===== config.mk =====
export PLATFORM = sky130hd
export DESIGN_NAME = strict_base64_stream_decoder_top
export DESIGN_NICKNAME = d
export VERILOG_FILES = /design/src/sv/sb64d_pkg.sv /design/src/sv/sb64d_decode.sv /design/src/sv/sb64d_outq.sv /design/src/sv/strict_base64_stream_decoder_top.sv
export SDC_FILE = /design/constraint.sdc
export NUM_CORES = 1
export LEC_CHECK = 0
export ABC_AREA = 1
export BUFFER_PORTS_ARGS = -buffer_cell sky130_fd_sc_hd__buf_4
export CAP_MARGIN = 20
export CORE_MARGIN = 8
export CORE_UTILIZATION = 25
export DETAILED_ROUTE_END_ITERATION = 8
export PLACE_DENSITY_LB_ADDON = 0.15
export SLEW_MARGIN = 20
export SYNTH_ARGS = -nofsm -noshare
export SYNTH_HDL_FRONTEND = slang
export SYNTH_SLANG_ARGS = --single-unit

===== constraint.sdc =====
create_clock -name clk -period 4.6 [get_ports clk]
set_input_delay 0.46 -clock clk [delete_from_list [all_inputs] [get_ports clk]]
set_output_delay 0.46 -clock clk [all_outputs]
set_load 0.03 [all_outputs]

===== src/sv/sb64d_pkg.sv =====
// shared types, constants and the alphabet lookup for the base64 stream decoder
// no dependencies; imported by every module of the block
package sb64d_pkg;

  typedef enum logic [1:0] {
    ST_BYTE = 2'd0,
    ST_OK   = 2'd1,
    ST_ERR  = 2'd2
  } status_t;

  localparam logic [7:0] PAD_CHAR = 8'h3D;  // '='
  localparam logic [1:0] POS_LAST = 2'd3;

  // results caused by one character: up to three bytes and an optional status word
  typedef struct packed {
    logic [2:0][7:0] bytes;        // bytes[0] leaves first
    logic [1:0]      nbytes;
    logic [2:0]      nres;         // nbytes plus one when a status word follows
    status_t         tail_status;
  } rec_t;

  // returns {valid, sextet}
  function automatic logic [6:0] sextet_of(input logic [7:0] c);
    logic [6:0] r;
    begin
      r = '0;
      if (c >= 8'h41 && c <= 8'h5A) begin
        r = {1'b1, 6'(c - 8'h41)};
      end else if (c >= 8'h61 && c <= 8'h7A) begin
        r = {1'b1, 6'(c - 8'h61 + 8'd26)};
      end else if (c >= 8'h30 && c <= 8'h39) begin
        r = {1'b1, 6'(c - 8'h30 + 8'd52)};
      end else if (c == 8'h2B) begin
        r = {1'b1, 6'd62};
      end else if (c == 8'h2F) begin
        r = {1'b1, 6'd63};
      end
      return r;
    end
  endfunction

endpackage


===== src/sv/sb64d_decode.sv =====
// input register, group state and decode logic of the base64 stream decoder
// depends on sb64d_pkg; hands at most one result record per character to sb64d_outq
module sb64d_decode import sb64d_pkg::*; (
  input  logic       clk,
  input  logic       rst_n,
  input  logic       in_valid,
  output logic       in_ready,
  input  logic [7:0] in_char,
  input  logic       in_end_of_text,
  output logic       rec_push,
  output rec_t       rec,
  input  logic       rec_room
);

  logic        inq_valid_r;
  logic [7:0]  char_r;
  logic        end_r;
  logic [1:0]  pos_r, pos_nxt;
  logic [17:0] acc_r, acc_nxt;
  logic [1:0]  pad_r, pad_nxt;
  logic        failed_r, failed_nxt;

  logic        has_res;
  logic        fire;
  logic [6:0]  sx;
  logic        is_pad;
  logic [1:0]  pad_inc;
  logic [1:0]  pads;
  logic [23:0] v;
  logic        bad_char;
  logic        bad_pad;

  assign fire     = inq_valid_r && (!has_res || rec_room);
  assign in_ready = !inq_valid_r || fire;
  assign rec_push = fire && has_res;

  always_ff @(posedge clk) begin
    if (!rst_n) begin
      inq_valid_r <= 1'b0;
    end else if (in_ready) begin
      inq_valid_r <= in_valid;
    end
    if (in_ready && in_valid) begin
      char_r <= in_char;
      end_r  <= in_end_of_text;
    end
  end

  always_ff @(posedge clk) begin
    if (!rst_n) begin
      pos_r    <= '0;
      acc_r    <= '0;
      pad_r    <= '0;
      failed_r <= 1'b0;
    end else if (fire) begin
      pos_r    <= pos_nxt;
      acc_r    <= acc_nxt;
      pad_r    <= pad_nxt;
      failed_r <= failed_nxt;
    end
  end

  always_comb begin
    sx       = sextet_of(char_r);
    is_pad   = (char_r == PAD_CHAR);
    pad_inc  = pad_r + 2'd1;
    v        = {acc_r, (is_pad ? 6'd0 : sx[5:0])};
    bad_char = is_pad ? (pos_r < 2'd2) : ((pad_r != 2'd0) || !sx[6]);
    pads     = is_pad ? pad_inc : pad_r;
    // two pads: low 4 bits of second sextet; one pad: low 2 bits of third
    bad_pad  = ((pads == 2'd2) && (v[15:12] != 4'd0)) ||
               ((pads == 2'd1) && (v[7:6] != 2'd0)) ||
               ((pads != 2'd0) && !end_r);

    pos_nxt    = pos_r;
    acc_nxt    = acc_r;
    pad_nxt    = pad_r;
    failed_nxt = failed_r;
    has_res    = 1'b0;
    rec        = '0;
    rec.tail_status = ST_ERR;

    if (failed_r) begin
      // swallow until end of text
      if (end_r) begin
        failed_nxt = 1'b0;
      end
    end else if (bad_char || (pos_r != POS_LAST && end_r) ||
                 (pos_r == POS_LAST && bad_pad)) begin
      has_res         = 1'b1;
      rec.nres        = 3'd1;
      rec.tail_status = ST_ERR;
      pos_nxt         = '0;
      acc_nxt         = '0;
      pad_nxt         = '0;
      failed_nxt      = !end_r;
    end else if (pos_r != POS_LAST) begin
      acc_nxt = v[17:0];
      pos_nxt = pos_r + 2'd1;
      pad_nxt = pads;
    end else begin
      has_res         = 1'b1;
      rec.bytes       = {v[7:0], v[15:8], v[23:16]};
      rec.nbytes      = 2'(2'd3 - pads);
      rec.nres        = {1'b0, rec.nbytes} + {2'b00, end_r};
      rec.tail_status = ST_OK;
      pos_nxt         = '0;
      acc_nxt         = '0;
      pad_nxt         = '0;
    end
  end

  a_failed_clear: assert property (@(posedge clk) disable iff (!rst_n)
    failed_r |-> (pos_r == 2'd0 && pad_r == 2'd0))
    else $error("failed text left group state behind");

  a_pad_only_at_end: assert property (@(posedge clk) disable iff (!rst_n)
    (pad_r != 2'd0) |-> (pad_r == 2'd1 && pos_r == POS_LAST))
    else $error("stored pad count outside the last place of a group");

  a_push_room: assert property (@(posedge clk) disable iff (!rst_n)
    rec_push |-> rec_room)
    else $error("record pushed into a full queue");

endmodule


===== src/sv/sb64d_outq.sv =====
// two-entry record queue and serialiser that hands out one result word per cycle while out_ready is high
// depends on sb64d_pkg; fed by sb64d_decode
module sb64d_outq import sb64d_pkg::*; (
  input  logic       clk,
  input  logic       rst_n,
  input  logic       rec_push,
  input  rec_t       rec,
  output logic       rec_room,
  output logic       out_valid,
  input  logic       out_ready,
  output logic [7:0] out_data_byte,
  output logic [1:0] out_status,
  output logic       out_last_of_run
);

  rec_t       q_r [2];
  logic       wr_r;
  logic       rd_r;
  logic [1:0] cnt_r;
  logic [1:0] idx_r;
  rec_t       head;
  logic       take;
  logic       pop;
  logic       is_byte;

  assign head      = q_r[rd_r];
  assign rec_room  = (cnt_r != 2'd2);
  assign out_valid = (cnt_r != 2'd0);
  assign take      = out_valid && out_ready;
  assign pop       = take && out_last_of_run;

  assign is_byte         = (idx_r < head.nbytes);
  assign out_data_byte   = is_byte ? head.bytes[idx_r] : 8'd0;
  assign out_status      = is_byte ? ST_BYTE : head.tail_status;
  assign out_last_of_run = ({1'b0, idx_r} == 3'(head.nres - 3'd1));

  always_ff @(posedge clk) begin
    if (rec_push) begin
      q_r[wr_r] <= rec;
    end
  end

  always_ff @(posedge clk) begin
    if (!rst_n) begin
      wr_r  <= 1'b0;
      rd_r  <= 1'b0;
      cnt_r <= '0;
      idx_r <= '0;
    end else begin
      if (rec_push) begin
        wr_r <= !wr_r;
      end
      if (pop) begin
        rd_r <= !rd_r;
      end
      cnt_r <= cnt_r + {1'b0, rec_push} - {1'b0, pop};
      if (take) begin
        idx_r <= out_last_of_run ? 2'd0 : idx_r + 2'd1;
      end
    end
  end

  a_cnt_bound: assert property (@(posedge clk) disable iff (!rst_n)
    cnt_r != 2'd3)
    else $error("record queue overfilled");

  a_idx_in_record: assert property (@(posedge clk) disable iff (!rst_n)
    out_valid |-> (head.nres != 3'd0 && {1'b0, idx_r} < head.nres))
    else $error("serialiser index beyond its record");

endmodule


===== src/sv/strict_base64_stream_decoder_top.sv =====
// top level of the strict base64 stream decoder
// depends on sb64d_pkg, sb64d_decode and sb64d_outq
//
//   channel | direction | handshake            | payload
//   in_     | input     | in_valid / in_ready   | in_char, in_end_of_text
//   out_    | output    | out_valid / out_ready | out_data_byte, out_status, out_last_of_run
//
// one character is taken per cycle while in_ready is high; it is held in the input
// register, and its results leave the record queue one word per cycle while out_ready is high
// the last character of a group causes up to four words, drained from a
// two-record queue while later characters keep flowing
// rst_n clears the group state, the failed flag and both queues at once
// a stalled output fills the queue, then in_ready drops once a character with results waits
module strict_base64_stream_decoder_top import sb64d_pkg::*; (
  input  logic       clk,
  input  logic       rst_n,
  input  logic       in_valid,
  output logic       in_ready,
  input  logic [7:0] in_char,
  input  logic       in_end_of_text,
  output logic       out_valid,
  input  logic       out_ready,
  output logic [7:0] out_data_byte,
  output logic [1:0] out_status,
  output logic       out_last_of_run
);

  logic rec_push;
  rec_t rec;
  logic rec_room;

  sb64d_decode u_decode (
    .clk            (clk),
    .rst_n          (rst_n),
    .in_valid       (in_valid),
    .in_ready       (in_ready),
    .in_char        (in_char),
    .in_end_of_text (in_end_of_text),
    .rec_push       (rec_push),
    .rec            (rec),
    .rec_room       (rec_room)
  );

  sb64d_outq u_outq (
    .clk             (clk),
    .rst_n           (rst_n),
    .rec_push        (rec_push),
    .rec             (rec),
    .rec_room        (rec_room),
    .out_valid       (out_valid),
    .out_ready       (out_ready),
    .out_data_byte   (out_data_byte),
    .out_status      (out_status),
    .out_last_of_run (out_last_of_run)
  );

endmodule

==> results of run 1 <==
[path summary, 6_finish.rpt]
kind	endpoint	slack (ps)
setup / recovery	out_data_byte[2]	1420
hold / removal	u_decode.end_r	280
hold reg to reg	u_decode.acc_r[15]	460
setup reg to reg	u_outq.q_r[1][23]	1590
[power breakdown]
| group | internal (mW) | switching [mW] | leakage [nW] | total [mW] |
|---|---|---|---|---|
| clock | 0.380 | 0.362 | 0.139 | 0.742 |
| sequential | 1.01 | 0.0249 | 0.884 | 1.04 |
| combinational | 0.0778 | 0.164 | 1.09 | 0.242 |
| total | 1.47 | 0.551 | 2.12 | 2.02 |
[cells by family (layout without fill, tap and decap cells)]
family                   count (synthesis)  count (layout)
AND/OR/NAND/NOR                        232             232
flip-flops                             102             102
buffers and inverters                   94             114
AO/OA/AOI/OAI                           92              92
adder cells (fa/ha/maj)                 15              15
XOR/XNOR                                12              12
multiplexers                             4               4
[metrics by stage]
stage | total power, mW | utilization [%]
after global routing | 2.12 | 28.5
after floorplan | 1.23 | -
after CTS | 2.06 | 28.5
final | 2.02 | 28.5
after detailed placement | 1.31 | 27.1
after global placement | 1.31 | 27.1
[worst max-delay path: cells and delay by family (launching register included)]
| family | cells | cell delay [ps] |
|---|---|---|
| compound gates | 2 | 730 |
| simple gates | 1 | 110 |
| buf+inv | 2 | 850 |
| flops | 1 | 660 |
[routing by layer]
metal,vias up,global-route usage [%],part of all wire (%)
met3,12,2.41,3.2
li1,1882,-,-
met2,53,15.8,46
met5,-,0,0
met4,0,3.91,1.5
met1,1693,13.1,50
[cells in the mapped netlist, types with 2 or more instances]
master	instances	area, sq um
a21oi_1	37	185
a21oi_2	2	17.5
buf_2	6	30.0
buf_6	9	101
clkbuf_1	11	41.3
clkinv_1	3	11.3
dfxtp_1	31	621
edfxtp_1	71	2130
ha_1	15	188
inv_1	59	221
inv_2	5	18.8
mux2i_1	4	40.0
nand2_1	77	289
nand2_2	8	50.1
nand2_4	2	22.5
nand3_1	10	50.1
nand3_2	4	40.0
nand3_4	3	52.6
nand4_1	18	113
nor2_1	63	236
nor2_2	26	163
nor3_1	11	55.1
nor3_2	2	20.0
nor4_1	2	12.5
o211ai_1	5	37.5
o21ai_0	28	140
o21ai_2	2	17.5
o21bai_1	7	52.6
o22ai_1	2	12.5
o32ai_1	7	61.3
or2_2	2	12.5
xnor2_1	4	35.0
xor2_1	8	70.1
[registers in the layout, indices dropped and copies added, names as in the netlist, 2 cells and up, named ones only]
signal and flops:
u_decode.pad_r 2, u_decode.char_r 8, u_outq.q_r 62, u_outq.cnt_r 2, u_decode.pos_r 2, u_decode.acc_r 18
u_outq.idx_r 2
[final cells by class]
class / instances / area (sq um)
fillers: 2180 / 14800
clock buffers: 9 / 225
flip-flops and latches: 102 / 2750
multi-input cells: 355 / 2050
clock inverters: 7 / 67.6
inverters: 68 / 256
repair buffers: 30 / 225
well taps: 275 / 344
==> out/metrics.yaml, run 1 <==
run_status:
  status: "complete, no violations"
synthesis:
  ys_ff_latch: 102
  syn_inst: 551
  synth_top_family_by_area: "simple AND/OR/NAND/NOR gates"
  syn-num-nets: 579
  synth-seq-area-share_pct: 52.7
  ys_types: 40
  synthMuxAreaShare_pct: 0.767
  synth_edf_count: 71
  synthAdderAreaFrac_pct: 3.59
  synth-compound-area-share_pct: 10.4
  synth_area_sq_mm: 0.00522
  async_flop_share_pct: 0
  ys_warn_count: 0
  synth.avg_cell_area_sq_um: 9.48
  synth_xor_area_share_pct: 2.01
  synthSimpleGateAreaFrac_pct: 22.3
  ys.flop_type: "edfxtp_1"
critical_path:
  cp_max_fo: 18
  startpoint_type: "flop"
  cpPeakStageDelay_ps: 660
  worstSetupPathType: "reg -> out"
  regToRegStartpoint: "u_decode.char_r[2]"
  crit_slowest_cell: "dfxtp_1"
  cp-end-kind: "output port"
  path_cells: "clkinv_1 -> o32ai_1 -> nand2_1 -> a21oi_1 -> buf_4"
  crit_required_ps: 4140
  ff2ff_path_depth: 15
  arrival_ps: 2720
  critPathLaunch: "u_outq.idx_r[1]"
cells_and_area:
  syn_to_final_growth_pct: 13.3
  fin_area_sq_mm: 0.00592
  antenna_cells: 0
  fin_cells: 846
  final_nets: 594
  final_common_cell: "nand2_1"
  drive_gt1_share_pct: 18.9
  mostFrequentLayoutCells: "nand2_1 (77), edfxtp_1 (71), nor2_1 (61)"
clock_network:
  ctsHoldBuffers: 0
  htreeDepth: 3
  cts_buffers: 9
  clkTransAtPathRegs_ps: 70
  postCtsSetupRepairBufs: 0
  cts_num_sinks: 102
  clock_path_buffers: 2
  cts_tree: "built"
  root_buffer: "clkbuf_16"
  cts_resized: 0
  clkLatencyLatePin_ps: 350
sta:
  rsz0062_at_grt: "false"
  min_period_ps: 3180
  fmax_mhz: 314
  fin_ws_ps: 1420
  worst_clock_skew_ps: 11.1
  max_slew.worst_pin.slew_ps: 902
  hold_viol_final: 0
  worst_hold_slack_ps: 283
  relSlewSlack_pct: 39.8
  finalSetupViolCount: 0
  period_share_pct: 69.1
  setup_tns_ps: 0
  drv_slew: 0
placed_design:
  dp_cells: 830
  gp_congestion: 0.867
  placed_area_sq_mm: 0.00562
  io_buffers: 25
  dp_hpwl_mm: 8.61
  preCtsSetupSlack_ps: 1570
pwr:
  power.density_mw_per_mm2: 342
  leakagePower_nw: 2.12
  vdd_drop_max_v: 0.000161
grt:
  grt_pass1_vias: 3813
  grt_use_total_pct: 10.0
  grt_max_degree: 32
  antenna_found_initial: 0
  grt_pass1_wl_mm: 20.5
  gr-total-overflow: 0
route:
  drt-vias-per-instance: 4.30
  vias: 3640
  wl_mm: 12.5
  drtIter0Drc: 157
  route.detailed.drc: 0
  postRouteAntennaNets: 0
  drtPass1Iterations: 4
  wire_per_inst_um: 14.8
floorplanning:
  die_w_um: 161
  fp.coreArea_sq_mm: 0.0208
  dieHeight_um: 161
  num_rows: 53
  dieArea_sq_mm: 0.0258
  num_io_pins: 26
  initial_utilization_pct: 25.2
min_path:
  min_path_type: "in -> reg"
  hold_start: "in_end_of_text"
  hold_path_depth: 1
flow_run:
  maxCapViolations: 0
(Power assumes the default switching activity.)
==> run 2, diff against run 1 <==
==> constraint.sdc (replaced) <==
create_clock -name clk -period 2.6 [get_ports clk]
set_input_delay 0.26 -clock clk [delete_from_list [all_inputs] [get_ports clk]]
set_output_delay 0.26 -clock clk [all_outputs]
set_load 0.03 [all_outputs]
==> run 2 against run 1 <==
  * Power rose by 82%
  * Critical endpoint is now u_outq.q_r[1][17]
  * Sequential power rose by 75%
  * Cell area rose by 6.2%
  * Global-route usage fell by 0.18 points
  * Non-clock buffer count rose by 28
==> out/metrics.yaml, run 2 (same netlist as run 1, synthesis figures left out) <==
clock_network:
  root_buffer: "clkbuf_16"
  clkTransAtPathRegs_ps: 70  # about the same
  cts_buffers: 9  # unchanged
  ctsHoldBuffers: 0  # unchanged
  clock_path_buffers: 2  # unchanged
  cts_num_sinks: 102  # unchanged
  cts_tree: "built"
  htreeDepth: 3  # unchanged
  clkLatencyLatePin_ps: 350  # about the same
pwr:
  p_comb_share_pct: 13.4  # +1.4 points
  vdd_drop_max_v: 0.000328  # +100%
  p_sw_share_pct: 25.9  # -1.4 points
  power.density_mw_per_mm2: 585  # +71%
  p_clk_share_pct: 37.0  # +0.3 points
  leakagePower_nw: 2.27  # +7.0%
  intPower_mw: 2.73  # +85%
  power.share.sequential_pct: 49.6  # -1.7 points
  power_switching_mw: 0.952  # +73%
cells_and_area:
  top_register: "u_outq.q_r"
  final_nets: 623  # +4.9%
  largest_reg_flops: 62  # unchanged
  seq_area_sq_mm: 0.00275  # unchanged
  multi_input_area_sq_mm: 0.00212  # +3.8%
  nFillCells: 2173  # -0.32%
  antenna_cells: 0  # unchanged
  final_common_cell: "nand2_1"
  reg_top3: "u_outq.q_r: 62 flops, u_decode.acc_r: 18 flops, u_decode.char_r: 8 flops"
  drive_gt1_share_pct: 25.2  # +6.3 points
  syn_to_final_growth_pct: 20.3
  mostFrequentLayoutCells: "nand2_1 (76), edfxtp_1 (71), nor2_1 (60)"
sta:
  fin_ws_ps: 155  # -1260 ps
  worst_clock_skew_ps: 7.70  # -3.40 ps
  rsz0062_at_grt: "true"
  hold_viol_final: 0  # unchanged
  finalSetupViolCount: 0  # unchanged
  max_slew.worst_pin.slew_ps: 512  # -390 ps
  worst_hold_slack_ps: 85.0  # -198 ps
  min_period_ps: 2440
  period_share_pct: 94.0
  fmax_mhz: 409
  drv_slew: 0  # unchanged
  relSlewSlack_pct: 65.7  # +26 points
route:
  drt-vias-per-instance: 4.35  # +1.2%
  postRouteAntennaNets: 0  # unchanged
  wl_mm: 12.3  # -1.5%
  vias: 3810  # +4.7%
  drtPass1Iterations: 4  # unchanged
  route.detailed.drc: 0  # unchanged
  wire_per_inst_um: 14.1  # -4.8%
  drtIter0Drc: 180  # +15%
floorplanning:
  dieHeight_um: 161  # unchanged
  fp.coreArea_sq_mm: 0.0208  # unchanged
  die_w_um: 161  # unchanged
  dieArea_sq_mm: 0.0258  # unchanged
  initial_utilization_pct: 25.2  # unchanged
  num_rows: 53  # unchanged
  num_io_pins: 26  # unchanged
critical_path:
  startpoint_type: "flop"
  cp_common_cell: "nand2_1"
  crit_required_ps: 2780  # -1360 ps
  cpPeakStageDelay_ps: 410  # -250 ps
  cp-end-kind: "flop"
  arrival_ps: 2620  # -100 ps
  cp_max_fo: 16  # -2
  ff2ff_path_depth: 15  # unchanged
  worstSetupPathType: "reg -> reg"
  path_cells: "inv_1 -> ha_2 -> nor2_1 -> nand3_2 -> nand2_2 -> nor2_4 -> nor2_2 -> nand2_1 -> nand2_1 -> nand2_2 -> nand2_1 -> a21oi_2 -> nand3_2 -> buf_12 -> nor2_2"
  reg2reg_setup_slack_ps: 160  # -1430 ps
  crit_slowest_cell: "edfxtp_1"
min_path:
  min_path_type: "in -> reg"
  hold_path_depth: 1  # unchanged
run_status:
  status: "complete, no violations"
placed_design:
  dp_hpwl_mm: 8.96  # +4.1%
  preCtsSetupSlack_ps: 71.7  # -1500 ps
  gp_congestion: 0.840  # -3.1%
  io_buffers: 25  # unchanged
grt:
  grt_max_degree: 32  # unchanged
  grt_pass1_wl_mm: 20.3  # -0.98%
  grt_use_total_pct: 9.86  # -0.18 points
  antenna_found_initial: 0  # unchanged
  grt_pass1_vias: 3779  # -0.89%
  gr-total-overflow: 0  # unchanged
flow_run:
  maxCapViolations: 0  # unchanged
run 2: cell count changes in the layout (fill, tap and decap cells not counted), sizes merged:
cell | before | now
buf | 30 | 58
bufinv | 0 | 1
clkbuf | 9 | 10
clkinv | 6 | 5
clkinvlp | 2 | 3
inv | 67 | 66
run 2: worst max-delay path: cells and delay by family (launching register included):
kind                       cells  cell delay (ps)
and+or+nand+nor               11             1030
AOI/OAI and AO/OA              1              190
DFF                            1              410
adders and majority gates      1              290
buffers and inverters          2              370
run 2: through the flow:
step / cells / power [mW] / TNS, ps / instance area, sq um / util [%]
2_1_floorplan: 551 / 2.19 / -8630 / 5280 / -
3_3_place_gp: 853 / 2.35 / 0 / 5880 / 28.3
3_5_place_dp: 853 / 2.35 / 0 / 5880 / 28.3
4_1_cts: 870 / 3.73 / 0 / 6200 / 29.9
5_1_grt: 875 / 3.86 / -91.6 / 6280 / 30.3
6_report: 875 / 3.68 / 0 / 6280 / 30.3
run 2: area by class of cell:
class / instances / share of cell area [%]
inverter: 68 / 4.14
timing repair inverter: 1 / 0.119
tap: 275 / 5.47
multi-input combinational: 355 / 33.8
clock buffer: 10 / 3.64
sequential: 102 / 43.8
clock inverter: 6 / 1.08
timing repair buffer: 58 / 7.96
run 2: worst paths after layout:
check | startpoint | end
worst max register to register | u_decode.char_r[1] | u_outq.q_r[1][17]
worst max-delay path | u_decode.char_r[1] | u_outq.q_r[1][17]
worst min-delay path | in_end_of_text | u_decode.end_r
worst min register to register | u_decode.acc_r[15] | u_decode.acc_r[15]
run 2: timing repair:
action	in CTS	in global routing
endpoints found under the setup margin	9	89
gates cloned	0	1
gates resized for setup	6	14
buffers inserted	2	4
pin swaps	0	3
run 2: power groups by stage:
| stage | Clock (mW) | Combinational [mW] | Sequential, mW |
|---|---|---|---|
| 5_1_grt | 1.48 | 0.551 | 1.83 |
| 4_1_cts | 1.42 | 0.490 | 1.83 |
| 2_1_floorplan | 0 | 0.333 | 1.85 |
| 3_3_place_gp | 0 | 0.486 | 1.86 |
| 6_report | 1.36 | 0.495 | 1.82 |
| 3_5_place_dp | 0 | 0.484 | 1.86 |
run 2: layer usage:
metal,vias up,global-route usage (%),share of wire (%)
met2,70,16.4,47
li1,1941,-,-
met3,10,2.71,4.5
met1,1789,12.4,47
met4,0,2.46,1.1
met5,-,0,0
==> run 3, diff against run 2 <==
--- a/config.mk
+++ b/config.mk
@@ -8,8 +8,8 @@
 export ABC_AREA = 1
 export BUFFER_PORTS_ARGS = -buffer_cell sky130_fd_sc_hd__buf_4
 export CAP_MARGIN = 20
-export CORE_MARGIN = 8
-export CORE_UTILIZATION = 25
+export CORE_MARGIN = 10
+export CORE_UTILIZATION = 50
 export DETAILED_ROUTE_END_ITERATION = 8
 export PLACE_DENSITY_LB_ADDON = 0.15
 export SLEW_MARGIN = 20
==> run 3 against run 2 <==
  * Cell area fell by 4.2%
  * Core utilization up 29 points
  * Clock skew grew 8.2 ps
  * Power fell by 8.1%
  * Sequential share of layout area is 1.9 points higher
  * Maximum frequency fell by 4.9%
  * Via count is essentially flat
  * First-iteration DRC count rose by 4.4%
  * Critical path type is now reg -> out
  * Highest routed layer unchanged
==> out/metrics.yaml, run 3 (same netlist as run 1, synthesis figures left out) <==
run_status:
  status: "complete, no violations"
critical_path:
  startpoint_type: "flop"
  path_cells: "inv_2 -> ha_4 -> nand2_2 -> nand2_2 -> nand2_2 -> nor2_4 -> nor2_4 -> nor2_2 -> nand2_1 -> nand2_1 -> nand2_2 -> nand3_4 -> nand4_1 -> buf_6"
  cp-end-kind: "output port"
  cpPeakStageDelay_ps: 470  # +60 ps
  r2r-end: "u_outq.q_r[0][15]"
  cp_common_cell: "nand2_2"
  crit_slowest_cell: "edfxtp_1"
  cp_top_family: "simple AND/OR/NAND/NOR gates"
  reg2reg_setup_slack_ps: 100  # -60 ps
  cp_max_fo: 6  # -10
  cp.buffers_inverters: 2  # unchanged
  crit_required_ps: 2340  # -440 ps
  ff2ff_path_depth: 16  # +1
  regToRegStartpoint: "u_decode.char_r[2]"
  worstSetupPathType: "reg -> out"
  arrival_ps: 2310  # -310 ps
cells_and_area:
  syn_to_final_growth_pct: 15.3
  drive_gt1_share_pct: 25.2  # about the same
  final_nets: 619  # -0.64%
  mostFrequentLayoutCells: "nand2_1 (74), edfxtp_1 (71), nor2_1 (60)"
  reg_top3: "u_outq.q_r: 62 flops, u_decode.acc_r: 18 flops, u_decode.char_r: 8 flops"
  top_register: "u_outq.q_r"
  fin_cells: 732  # -16%
  largest_reg_flops: 62  # unchanged
  final_common_cell: "nand2_1"
  post-route-util_pct: 58.8  # +29 points
  antenna_cells: 0  # unchanged
floorplanning:
  initial_utilization_pct: 51.0  # +26 points
  num_rows: 37  # -30%
  dieArea_sq_mm: 0.0149  # -42%
  num_io_pins: 26  # unchanged
  dieHeight_um: 122  # -24%
  fp.coreArea_sq_mm: 0.0102  # -51%
  die_w_um: 122  # -24%
clock_network:
  htreeDepth: 3  # unchanged
  cts_num_sinks: 102  # unchanged
  clock_path_buffers: 2  # unchanged
  clkLatencyLatePin_ps: 360  # about the same
  cts_buffers: 9  # unchanged
  clkTransAtPathRegs_ps: 100  # +30 ps
  root_buffer: "clkbuf_8"
  cts_tree: "built"
sta:
  relSlewSlack_pct: 44.5  # -21 points
  max_slew.worst_pin.slew_ps: 832  # +320 ps
  worst_clock_skew_ps: 15.9  # +8.16 ps
  hold_viol_final: 0  # unchanged
  worst_hold_slack_ps: 70.0  # -15.0 ps
  period_share_pct: 98.8  # +4.8 points
  fmax_mhz: 389  # -4.9%
  min_period_ps: 2570  # +125 ps
  rsz0062_at_grt: "true"
  drv_slew: 0  # unchanged
  finalSetupViolCount: 0  # unchanged
grt:
  grt_pass1_vias: 3797  # +0.48%
  gr-total-overflow: 0  # unchanged
  grt_max_degree: 32  # unchanged
  grt_pass1_wl_mm: 18.5  # -8.8%
  grt_use_total_pct: 15.3  # +5.4 points
  antenna_found_initial: 0  # unchanged
pwr:
  power.density_mw_per_mm2: 562  # -4.1%
  power_switching_mw: 0.924  # -2.9%
  vdd_drop_max_v: 0.000358  # +9.2%
  p_sw_share_pct: 27.3  # +1.5 points
  p_clk_share_pct: 31.5  # -5.5 points
  p_comb_share_pct: 14.5  # +1.1 points
  leakagePower_nw: 2.22  # -1.8%
  power.share.sequential_pct: 54.0  # +4.4 points
  finalPower_mw: 3.38  # -8.1%
  intPower_mw: 2.46  # -9.9%
route:
  wl_met2_mm: 5.47  # -6.2%
  drtPass1Iterations: 4  # unchanged
  top_layer: "met4"
  wl_met1_mm: 5.18  # -11%
  wire_per_inst_um: 15.3  # +8.6%
  drtIter0Drc: 188  # +4.4%
  drt-vias-per-instance: 5.21  # +20%
  wl_mm: 11.2  # -9.2%
  vias: 3812  # +0.052%
  wl_met3_um: 427  # -23%
  postRouteAntennaNets: 0  # unchanged
  route.detailed.drc: 0  # unchanged
placed_design:
  dp_hpwl_mm: 7.83  # -13%
  gp_congestion: 0.880  # +4.8%
  io_buffers: 25  # unchanged
  dp_cells: 709  # -17%
flow_run:
  maxCapViolations: 0  # unchanged
min_path:
  hold_path_depth: 1  # unchanged
  worstHoldEndpoint: "u_decode.char_r[3]"
  min_path_type: "in -> reg"
  hold_start: "in_char[3]"
## run 3: how the worst max path moves through the flow
stage | startpoint | to | slack [ps] | cells past startpoint
3_3_place_gp | u_decode.char_r[0] | u_outq.q_r[0][26] | 160 | 17
4_1_cts | u_decode.char_r[0] | in_ready | 8 | 15
5_1_grt | u_decode.char_r[2] | in_ready | -120 | 14
2_1_floorplan | u_decode.char_r[3] | u_outq.q_r[0][0] | -150 | 13
3_5_place_dp | u_decode.char_r[1] | u_outq.q_r[0][23] | 80 | 15
6_report | u_decode.char_r[2] | in_ready | 30 | 14
## run 3: power by group through the flow
stage | Combinational [mW] | Clock, mW | Sequential (mW)
after CTS | 0.474 | 1.09 | 1.83
after floorplan | 0.333 | 0 | 1.85
after detailed placement | 0.471 | 0 | 1.86
after global routing | 0.541 | 1.15 | 1.83
final | 0.489 | 1.07 | 1.83
after global placement | 0.465 | 0 | 1.86
## run 3: per-stage QoR
| step | worst slack [ps] | TNS [ps] | cell area [sq um] |
|---|---|---|---|
| global placement | 155 | 0 | 5680 |
| floorplan | -147 | -8630 | 5280 |
| finish | 30.1 | 0 | 6020 |
| global route | -117 | -485 | 6020 |
| detailed placement | 81.7 | 0 | 5680 |
| CTS | 8.27 | 0 | 5900 |
## run 3: layout make-up
type,count,area [sq um]
Tap cell,136,170
Timing Repair Buffer,55,479
Clock inverter,6,77.6
Inverter,68,260
Fill cell,867,4210
Multi-Input combinational cell,355,2140
Clock buffer,10,138
Sequential cell,102,2750
## run 3: what timing repair did
| item | in CTS | in global routing |
|---|---|---|
| gates resized for setup | 0 | 19 |
| hold buffers | 0 | 0 |
| endpoints found under the setup margin | 0 | 142 |
| setup buffers | 0 | 7 |
| hold endpoints to repair | 0 | 0 |
## run 3: per-layer routing
metal  global-route usage (%)  vias to the layer above
met5                        0                        -
met4                     5.82                        0
met3                     2.41                       12
met2                     25.2                       79
met1                     19.9                     1786
li1                         -                     1935
